## src/rtl/schsde_pkg.sv

```systemverilog
package schsde_pkg;

  localparam int MAX_ATOMS = 32;
  localparam int ADDR_W    = (MAX_ATOMS > 1) ? $clog2(MAX_ATOMS) : 1;
  localparam int CNT_W     = $clog2(MAX_ATOMS + 1);
  localparam int SUM_W     = 33 + CNT_W;
  localparam int DATA_W    = 32;
  localparam int OPA_W     = 33;
  localparam int PROD_W    = 65;
  localparam int WIDE_W    = 68;
  localparam int IDX_W     = 6;
  localparam int CFG_IDX_W = 2;
  localparam int DT_W      = 17;
  localparam int RATE_W    = 31;

  localparam logic [CFG_IDX_W-1:0] CFG_TIME_STEP    = 2'd0;
  localparam logic [CFG_IDX_W-1:0] CFG_CAVITY_DECAY = 2'd1;
  localparam logic [CFG_IDX_W-1:0] CFG_DEPHASING    = 2'd2;

  localparam logic [DT_W-1:0]   DT_RESET    = 17'd66;
  localparam logic [RATE_W-1:0] KAPPA_RESET = 31'd65536;
  localparam logic [RATE_W-1:0] DEPH_RESET  = 31'd0;

  typedef logic signed [DATA_W-1:0] q16_t;

  // Clamp a wide signed value to the signed 32-bit range.
  function automatic q16_t sat32(input logic signed [WIDE_W-1:0] v);
    logic signed [WIDE_W-1:0] hi;
    logic signed [WIDE_W-1:0] lo;
    hi = WIDE_W'(64'sd2147483647);
    lo = -WIDE_W'(64'sd2147483648);
    if (v > hi) begin
      return q16_t'(hi);
    end else if (v < lo) begin
      return q16_t'(lo);
    end
    return v[DATA_W-1:0];
  endfunction

  // Q16.16 product with rounding and saturation.
  function automatic q16_t mul_round(input logic signed [PROD_W-1:0] p);
    logic signed [WIDE_W-1:0] t;
    t = WIDE_W'(p) + WIDE_W'(32768);
    return sat32(t >>> 16);
  endfunction

  // Corrector scaling: the product carries the sum of two drifts, so one more
  // bit is dropped to take the mean.
  function automatic q16_t corr_round(input logic signed [PROD_W-1:0] p);
    logic signed [WIDE_W-1:0] t;
    t = WIDE_W'(p) + WIDE_W'(65536);
    return sat32(t >>> 17);
  endfunction

  function automatic logic signed [OPA_W-1:0] sx33(input q16_t v);
    return {v[DATA_W-1], v};
  endfunction

endpackage

```

## src/rtl/schsde_mul.sv

```systemverilog
module schsde_mul import schsde_pkg::*; (
  input  logic                     clk_i,
  input  logic                     en_i,
  input  logic signed [OPA_W-1:0]  a_i,
  input  q16_t                     b_i,
  output q16_t                     mq_o,
  output q16_t                     cr_o
);

  logic signed [PROD_W-1:0] prod_q;

  // The product holds while no new operation is issued.
  always_ff @(posedge clk_i) begin
    if (en_i) begin
      prod_q <= PROD_W'(a_i * b_i);
    end
  end

  assign mq_o = mul_round(prod_q);
  assign cr_o = corr_round(prod_q);

endmodule

```

## config.mk

```make
export PLATFORM = sky130hd
export DESIGN_NAME = schsde_mul
export DESIGN_NICKNAME = d
export VERILOG_FILES = /design/src/rtl/schsde_pkg.sv /design/src/rtl/schsde_mul.sv
export SDC_FILE = /design/constraint.sdc
export NUM_CORES = 2
export LEC_CHECK = 0
export BUFFER_PORTS_ARGS = -buffer_cell sky130_fd_sc_hd__buf_4
export CAP_MARGIN = 20
export CORE_MARGIN = 1.5
export CORE_UTILIZATION = 46
export DETAILED_ROUTE_END_ITERATION = 10
export HOLD_SLACK_MARGIN = 0.03
export SLEW_MARGIN = 10
export SYNTH_ARGS = -nofsm -noshare
export SYNTH_HDL_FRONTEND = slang
export SYNTH_SLANG_ARGS = --single-unit
```

## constraint.sdc

```tcl
create_clock -name clk_i -period 12.2 [get_ports clk_i]
set_input_delay 1.83 -clock clk_i [delete_from_list [all_inputs] [get_ports clk_i]]
set_output_delay 1.83 -clock clk_i [all_outputs]
set_load 0.02 [all_outputs]
```

==> out/qor.yml <==
hold_class: "input pin to flip-flop"
fmax_mhz: 98.2
io_pins: 131
rsz0062_at_grt: "false"
cts_resized: 0
ys.flop_type: "edfxtp_1"
drc_errors: 0
critPathRequiredTime_ps: 12250
critical_path.max_fanout: 33
synth_edf_count: 50
crit_family: "adder cells"
die_height_um: 301
final_nets: 5625
min_period_ps: 10180
largest_reg_flops: 50
report.final.slew_viol_count: 0
vias: 28700
die_w_um: 301
cts_setup_buffers: 0
grt_pass1_vias: 32500
synth-simple-area-share_pct: 17.0
synth_area_per_cell_um2: 9.36
cts.sinks: 50
post-route-util_pct: 48.5
drt-pass1-iter-count: 6
clock_path_buffers: 2
synthTopCellsByArea: "fa_1 (55%), inv_1 (9.4%), and2_1 (8.0%), ha_1 (5.7%), nand2_1 (5.3%)"
path_buf_inv: 8
finalSetupTns_ps: 0
grt_max_degree: 51
routedWlPerCell_um: 20.4
ys_ff_latch: 50
yosysTopAreaCell: "fa_1"
reg_top3: "prod_q: 50 flops"
vias_per_cell: 5.30
ys_types: 77
dieArea_um2: 90400
synth_top_family_by_area: "adder cells"
layout_common_cells: "fa_1 (1111), inv_1 (1023), nand2_1 (572)"
root_buffer: "clkbuf_16"
place.gp.congestion: 0.911
fillCellCount: 8475
critPathArrivalTime_ps: 10230
grt_pass1_wl_um: 183000
setup_violations: 0
muxShareOfSynthArea_pct: 0.126
mostFrequentLayoutCell: "fa_1"
grt_usage_pct: 26.3
cp-start-kind: "input pin"
initial_core_util_pct: 46.7
port_buffers: 130
worst_pin_slew_ps: 906
regArea_um2: 1500
layout-drive-gt1-share_pct: 4.64
max-cap-violations: 0
final_hold_viol_count: 0
clk_pin_slew_ps: 70
path_class: "input pin to flip-flop"
postCtsHoldBufs: 0
cp_slowest_cell: "fa_1"
post-route-period-util_pct: 83.4
coreArea_um2: 87300
wl_um: 111000
ant_nets: 0
synth_fa_ha_area_share_pct: 60.2
rows: 108
synth-xor-area-share_pct: 3.14
synth_compound_area_share_pct: 3.87
cts_max_level: 2
cpPeakStageDelay_ps: 830
numCtsBuffers: 5
synth.top_cell.area_share_pct: 54.6
relSlewSlack_pct: 39.2
cts_tree: "done"
async_flop_share_pct: 0
netlist_instances: 4353
drtIter0Drc: 1579
areaGrowthSynthToFinish_pct: 3.99
antenna_found_initial: 2
cp_common_cell: "fa_1"
place_hpwl_um: 88100
end_kind: "flip-flop"
grt_overflow: 0
multi_input_comb_area_um2: 34400
syn_nets: 5715
status: "completed"
yosys_warnings: 0
regMostFlops: "prod_q"
netlist_area_um2: 40700
ys_seq_area_share_pct: 3.69
==> cells in the mapped netlist, drive strengths merged (10+ instances only) <==
library cell,number
and3,20
clkbuf,210
o21ai,95
a21o,25
fa,1111
a21oi,53
xnor2,85
inv,1023
nand2,573
nand3,45
nor4,10
xor2,61
nand4,32
and2,522
ha,184
edfxtp,50
nand2b,13
nor2,85
buf,23
nor3,30
==> through the flow <==
stage,setup WS (ps),hold slack (ps),std cells,area [um2]
finish,2020,2060,5421,42400
floorplan,2920,1940,4353,40700
detailed placement,1720,2390,5411,42200
global placement,1740,2390,5411,42200
global route,1450,2100,5419,42400
CTS,2000,2070,5419,42400
==> final timing paths <==
check,to,from,slack (ps),cells after the start
max,prod_q[64],b_i[5],2020,25
min,prod_q[18],en_i,2060,1
==> layer usage <==
layer	track usage [%]	part of all wire (%)
met5	0	0
met4	8.72	3.9
met3	1.92	4.2
met2	48.6	53
met1	32.4	38
==> kinds of logic after synthesis <==
logic type                 count (synthesis)
adders and majority gates               1295
xor gates and xnor gates                 146
AOI/OAI and AO/OA                        236
muxes                                      5
buffers and inverters                   1258
DFF                                       50
and+or+nand+nor                         1363
==> final cells by class <==
class | count | area share, %
Antenna cell | 2 | 0.0118
Timing Repair Buffer | 137 | 2.43
Multi-Input combinational cell | 3045 | 81.1
Sequential cell | 50 | 3.54
Clock buffer | 5 | 0.295
Inverter | 1024 | 9.07
Tap cell | 1155 | 3.41
Clock inverter | 3 | 0.103
Power is not shown: default switching activity piles up to over one toggle a cycle in this logic, so the estimate is an artifact.
