## src/rtl/schsde_ram.sv

```systemverilog
module schsde_ram #(
  parameter int WIDTH = 32,
  parameter int DEPTH = 32,
  parameter int AW    = (DEPTH > 1) ? $clog2(DEPTH) : 1
) (
  input  logic             clk_i,
  input  logic             we_i,
  input  logic [AW-1:0]    waddr_i,
  input  logic [WIDTH-1:0] wdata_i,
  input  logic [AW-1:0]    raddr_i,
  output logic [WIDTH-1:0] rdata_o
);

  logic [WIDTH-1:0] mem [DEPTH];

  always_ff @(posedge clk_i) begin
    if (we_i) begin
      mem[waddr_i] <= wdata_i;
    end
  end

  always_ff @(posedge clk_i) begin
    rdata_o <= mem[raddr_i];
  end

endmodule

```

## config.mk

```make
export PLATFORM = sky130hd
export DESIGN_NAME = schsde_ram
export DESIGN_NICKNAME = d
export VERILOG_FILES = /design/src/rtl/schsde_ram.sv
export SDC_FILE = /design/constraint.sdc
export NUM_CORES = 1
export LEC_CHECK = 0
export BUFFER_PORTS_ARGS = -buffer_cell sky130_fd_sc_hd__clkbuf_2
export CAP_MARGIN = 10
export CORE_ASPECT_RATIO = 1.2
export CORE_MARGIN = 2
export CORE_UTILIZATION = 50
export CTS_CLUSTER_SIZE = 24
export DETAILED_ROUTE_END_ITERATION = 10
export HOLD_SLACK_MARGIN = 0.1
export PLACE_DENSITY = 0.64
export SLEW_MARGIN = 0
export SYNTH_ARGS = -nofsm -noshare
export SYNTH_HDL_FRONTEND = slang
export SYNTH_SLANG_ARGS = --single-unit
```

## constraint.sdc

```tcl
create_clock -name clk_i -period 7.5 [get_ports clk_i]
set_input_delay 1.5 -clock clk_i [delete_from_list [all_inputs] [get_ports clk_i]]
set_output_delay 1.5 -clock clk_i [all_outputs]
set_load 0.01 [all_outputs]
```

==> summary.md <==
| Metric | Value |
|---|---|
| YS warnings | `0` |
| Register area share after synthesis | `77.5%` |
| HP Start | `mem[10][26]` |
| Final period util | `48.0%` |
| CTS Buf Count | `97` |
| DP HPWL | `48000 microns` |
| TritonCTS clock tree | `yes` |
| DR vias | `20.8k` |
| Final instance area | `45300 sq um` |
| Setup ws final | `3900 ps` |
| R2r setup slk | `6040 ps` |
| Slowest-stage cell, CP | `buf_4` |
| Antenna-violating nets left | `0` |
| Worst Skew | `16.0 ps` |
| RSZ-0062 raised after global routing | `false` |
| Avg Vias per Cell | `5.98` |
| Clock latency on the worst-skew pair | `660 ps` |
| CP Max Fanout | `84` |
| Setup TNS | `0 ps` |
| Max Fclk | `278 MHz` |
| Worst hold path type | `reg2reg` |
| Syn Inst Count | `2260` |
| Final setup violation count | `0` |
| Inst Count DP | `3299` |
| Total gr overflow | `0` |
| Reg2reg end | `rdata_o[7]` |
| Iter 0 DRT Violations | `2032` |
| WP buf/inv | `2` |
| Number of synthesized register bits | `1056` |
| Max-slew violations | `0` |
| Final core occ | `56.3%` |
| Post-CTS Setup Inserts | `0` |
| Cell Pwr Density | `267 nW/um^2` |
| Critical R2R Launch | `mem[3][7]` |
| Hold path depth | `4` |
| Placed Area | `42100 sq um` |
| Area Overhead vs Synth | `11.9%` |
| Antenna violations before repair | `5` |
| CP delay by family, top | `buffers and inverters` |
| Initial core utilization | `50.3%` |
| Layout Nets | `2398` |
| Startpoint types | `input pin` |
| Max_slew headroom | `23.2%` |
| Maximum root-to-sink buffer count | `3` |
| Tightest Pin Transition | `1150 ps` |
| Die X-Extent | `264 microns` |
| Crit-path max cell delay | `950 ps` |
| Status | `complete, no violations` |
| Number of buffers inserted by port buffering | `75` |
| Reg2reg path depth | `5` |
| Cell variety after synth | `25` |
| GP Congestion | `0.743` |
| Die Area | `83300 sq um` |
| I/O pin count | `76` |
| Final hold violation count | `0` |
| Synth top area share | `76.0%` |
| Die H | `316 microns` |
| Pre-CTS setup slack | `3270 ps` |
| Dominant cell type by area after synthesis | `edfxtp_1` |
| Critical Path RT | `8030 ps` |
| Drc violations | `0` |
| Worst min-delay path endpoint | `rdata_o[26]` |
| Clock sinks | `1056` |
| Critical path class | `in2reg` |
| Synth top area cells | `edfxtp_1 (76%), mux2i_1 (13%), a22oi_1 (1.8%)` |
| Syn Std Cell Area | `40500 sq um` |
| Syn Nets | `2304` |
| CP arrival | `4120 ps` |
| Routed len/inst | `28.0 microns` |
| CP Cell Sequence | `buf_8 > buf_4 > mux2i_1 > a22o_1 > nor3_1 > a31oi_1 > nand3_1` |
| Syn_area_per_cell | `17.9 sq um` |
| Layout cells sized above 1 | `12.7%` |
| GRT Overall Usage | `23.4%` |
| CTS root buffer | `clkbuf_16` |
| P_leak | `15.7 nW` |
| WL final | `97500 microns` |
| Final non-filler cell total | `3480` |
| Post-CTS resize count | `0` |
| CTS H-tree depth | `3` |
| Largest net degree at the start of global routing | `129` |
| Global-route wire length before repair | `141000 microns` |
| Crit end category | `register` |
| Core Area | `80400 sq um` |
| Worst IR drop on VDD | `159 uV` |
| DRT Pass-1 Iters | `5` |
| Final Critical Period | `3600 ps` |
| Maxcap violations | `0` |
| Worst-path clk slew | `60 ps` |
| Vias in the first global route | `20.9k` |
| CTS Hold Buffers Added | `0` |
| FP Rows | `114` |
==> state kept, by name, indices dropped and copies added, names as in the netlist <==
register / count
mem: 1024
rdata_o: 32
==> power breakdown <==
group	leakage, nW	switching [mW]	internal (mW)
Combinational	4.67	0.407	0.192
Clock	1.57	2.06	2.84
Sequential	9.49	0.0335	6.56
==> logic make-up after synthesis <==
kind of cell    Yosys count  share of synthesized area [%]
flops                  1056                           77.5
mux                     512                           12.7
compound gates          288                           4.85
simple gates            277                           3.10
buf+inv                 127                           1.86
==> stage by stage <==
step / power (mW) / hold WS, ps
finish: 12.1 / 602
global route: 12.4 / 639
CTS: 12.2 / 604
detailed placement: 7.32 / 589
global placement: 7.31 / 584
floorplan: 7.06 / 553
==> placed cells by master (no fill, tap or decap), types with 2 or more instances in the layout <==
cell / synthesis / routed
a22oi_1: 96 / 96
nand3b_1: 5 / 5
inv_6: 0 / 2
buf_4: 33 / 41
a21oi_1: 96 / 96
a31oi_1: 32 / 32
or3b_2: 3 / 3
buf_12: 0 / 6
edfxtp_1: 1024 / 1024
diode_2: 0 / 2
clkinv_1: 0 / 9
dfxtp_1: 32 / 32
mux2i_1: 512 / 512
clkbuf_16: 0 / 101
clkbuf_8: 0 / 14
nor3_1: 32 / 32
nand2b_2: 0 / 2
nand3_1: 98 / 98
bufinv_16: 0 / 7
nor2_4: 0 / 33
clkinv_2: 0 / 19
clkbuf_1: 46 / 27
clkbuf_2: 0 / 74
nand2_1: 98 / 97
a22o_1: 64 / 64
==> worst max path at each step <==
stage	from	cells past startpoint	slack [ps]	to
6_report	raddr_i[0]	7	3900	rdata_o[18]
5_1_grt	raddr_i[0]	7	3780	rdata_o[18]
4_1_cts	raddr_i[0]	7	3980	rdata_o[18]
3_5_place_dp	raddr_i[0]	7	3270	rdata_o[18]
3_3_place_gp	raddr_i[0]	7	3330	rdata_o[18]
2_1_floorplan	waddr_i[1]	3	3570	mem[12][0]
==> worst reg2reg max path: cells and delay by family (launching register included) <==
kind             cells  cell delay (ps)
AND/OR/NAND/NOR      2              270
flip-flops           1              360
AO/OA/AOI/OAI        2              470
multiplexers         1              190
==> metal layers <==
layer | vias to the layer above | part of all wire, % | track usage, %
met5 | - | 0.024 | 0
met4 | 4 | 3.3 | 8.96
met3 | 159 | 6.2 | 3.11
met2 | 725 | 50 | 39.2
met1 | 10796 | 41 | 31.5
li1 | 9142 | - | -
==> cell usage after synthesis (all sizes together) <==
library cell / n
edfxtp: 1024
mux2i: 512
nand2: 98
nand3: 98
a21oi: 96
a22oi: 96
buf: 79
a22o: 64
clkbuf: 48
nor2: 34
a31oi: 32
dfxtp: 32
nor3: 32
nand3b: 5
or3b: 3
nand2b: 2
and2: 1
and2b: 1
nor2b: 1
or2: 1
or3: 1
==> layout make-up <==
type	count	area (sq um)
clock buffers	142	2820
multi-input cells	1077	8610
clock inverters	37	357
repair buffers	122	813
well taps	1044	1310
fillers	6066	35100
flip-flops and latches	1056	31400
diodes	2	5.00
Note: power is estimated with default switching activity, not from simulation.
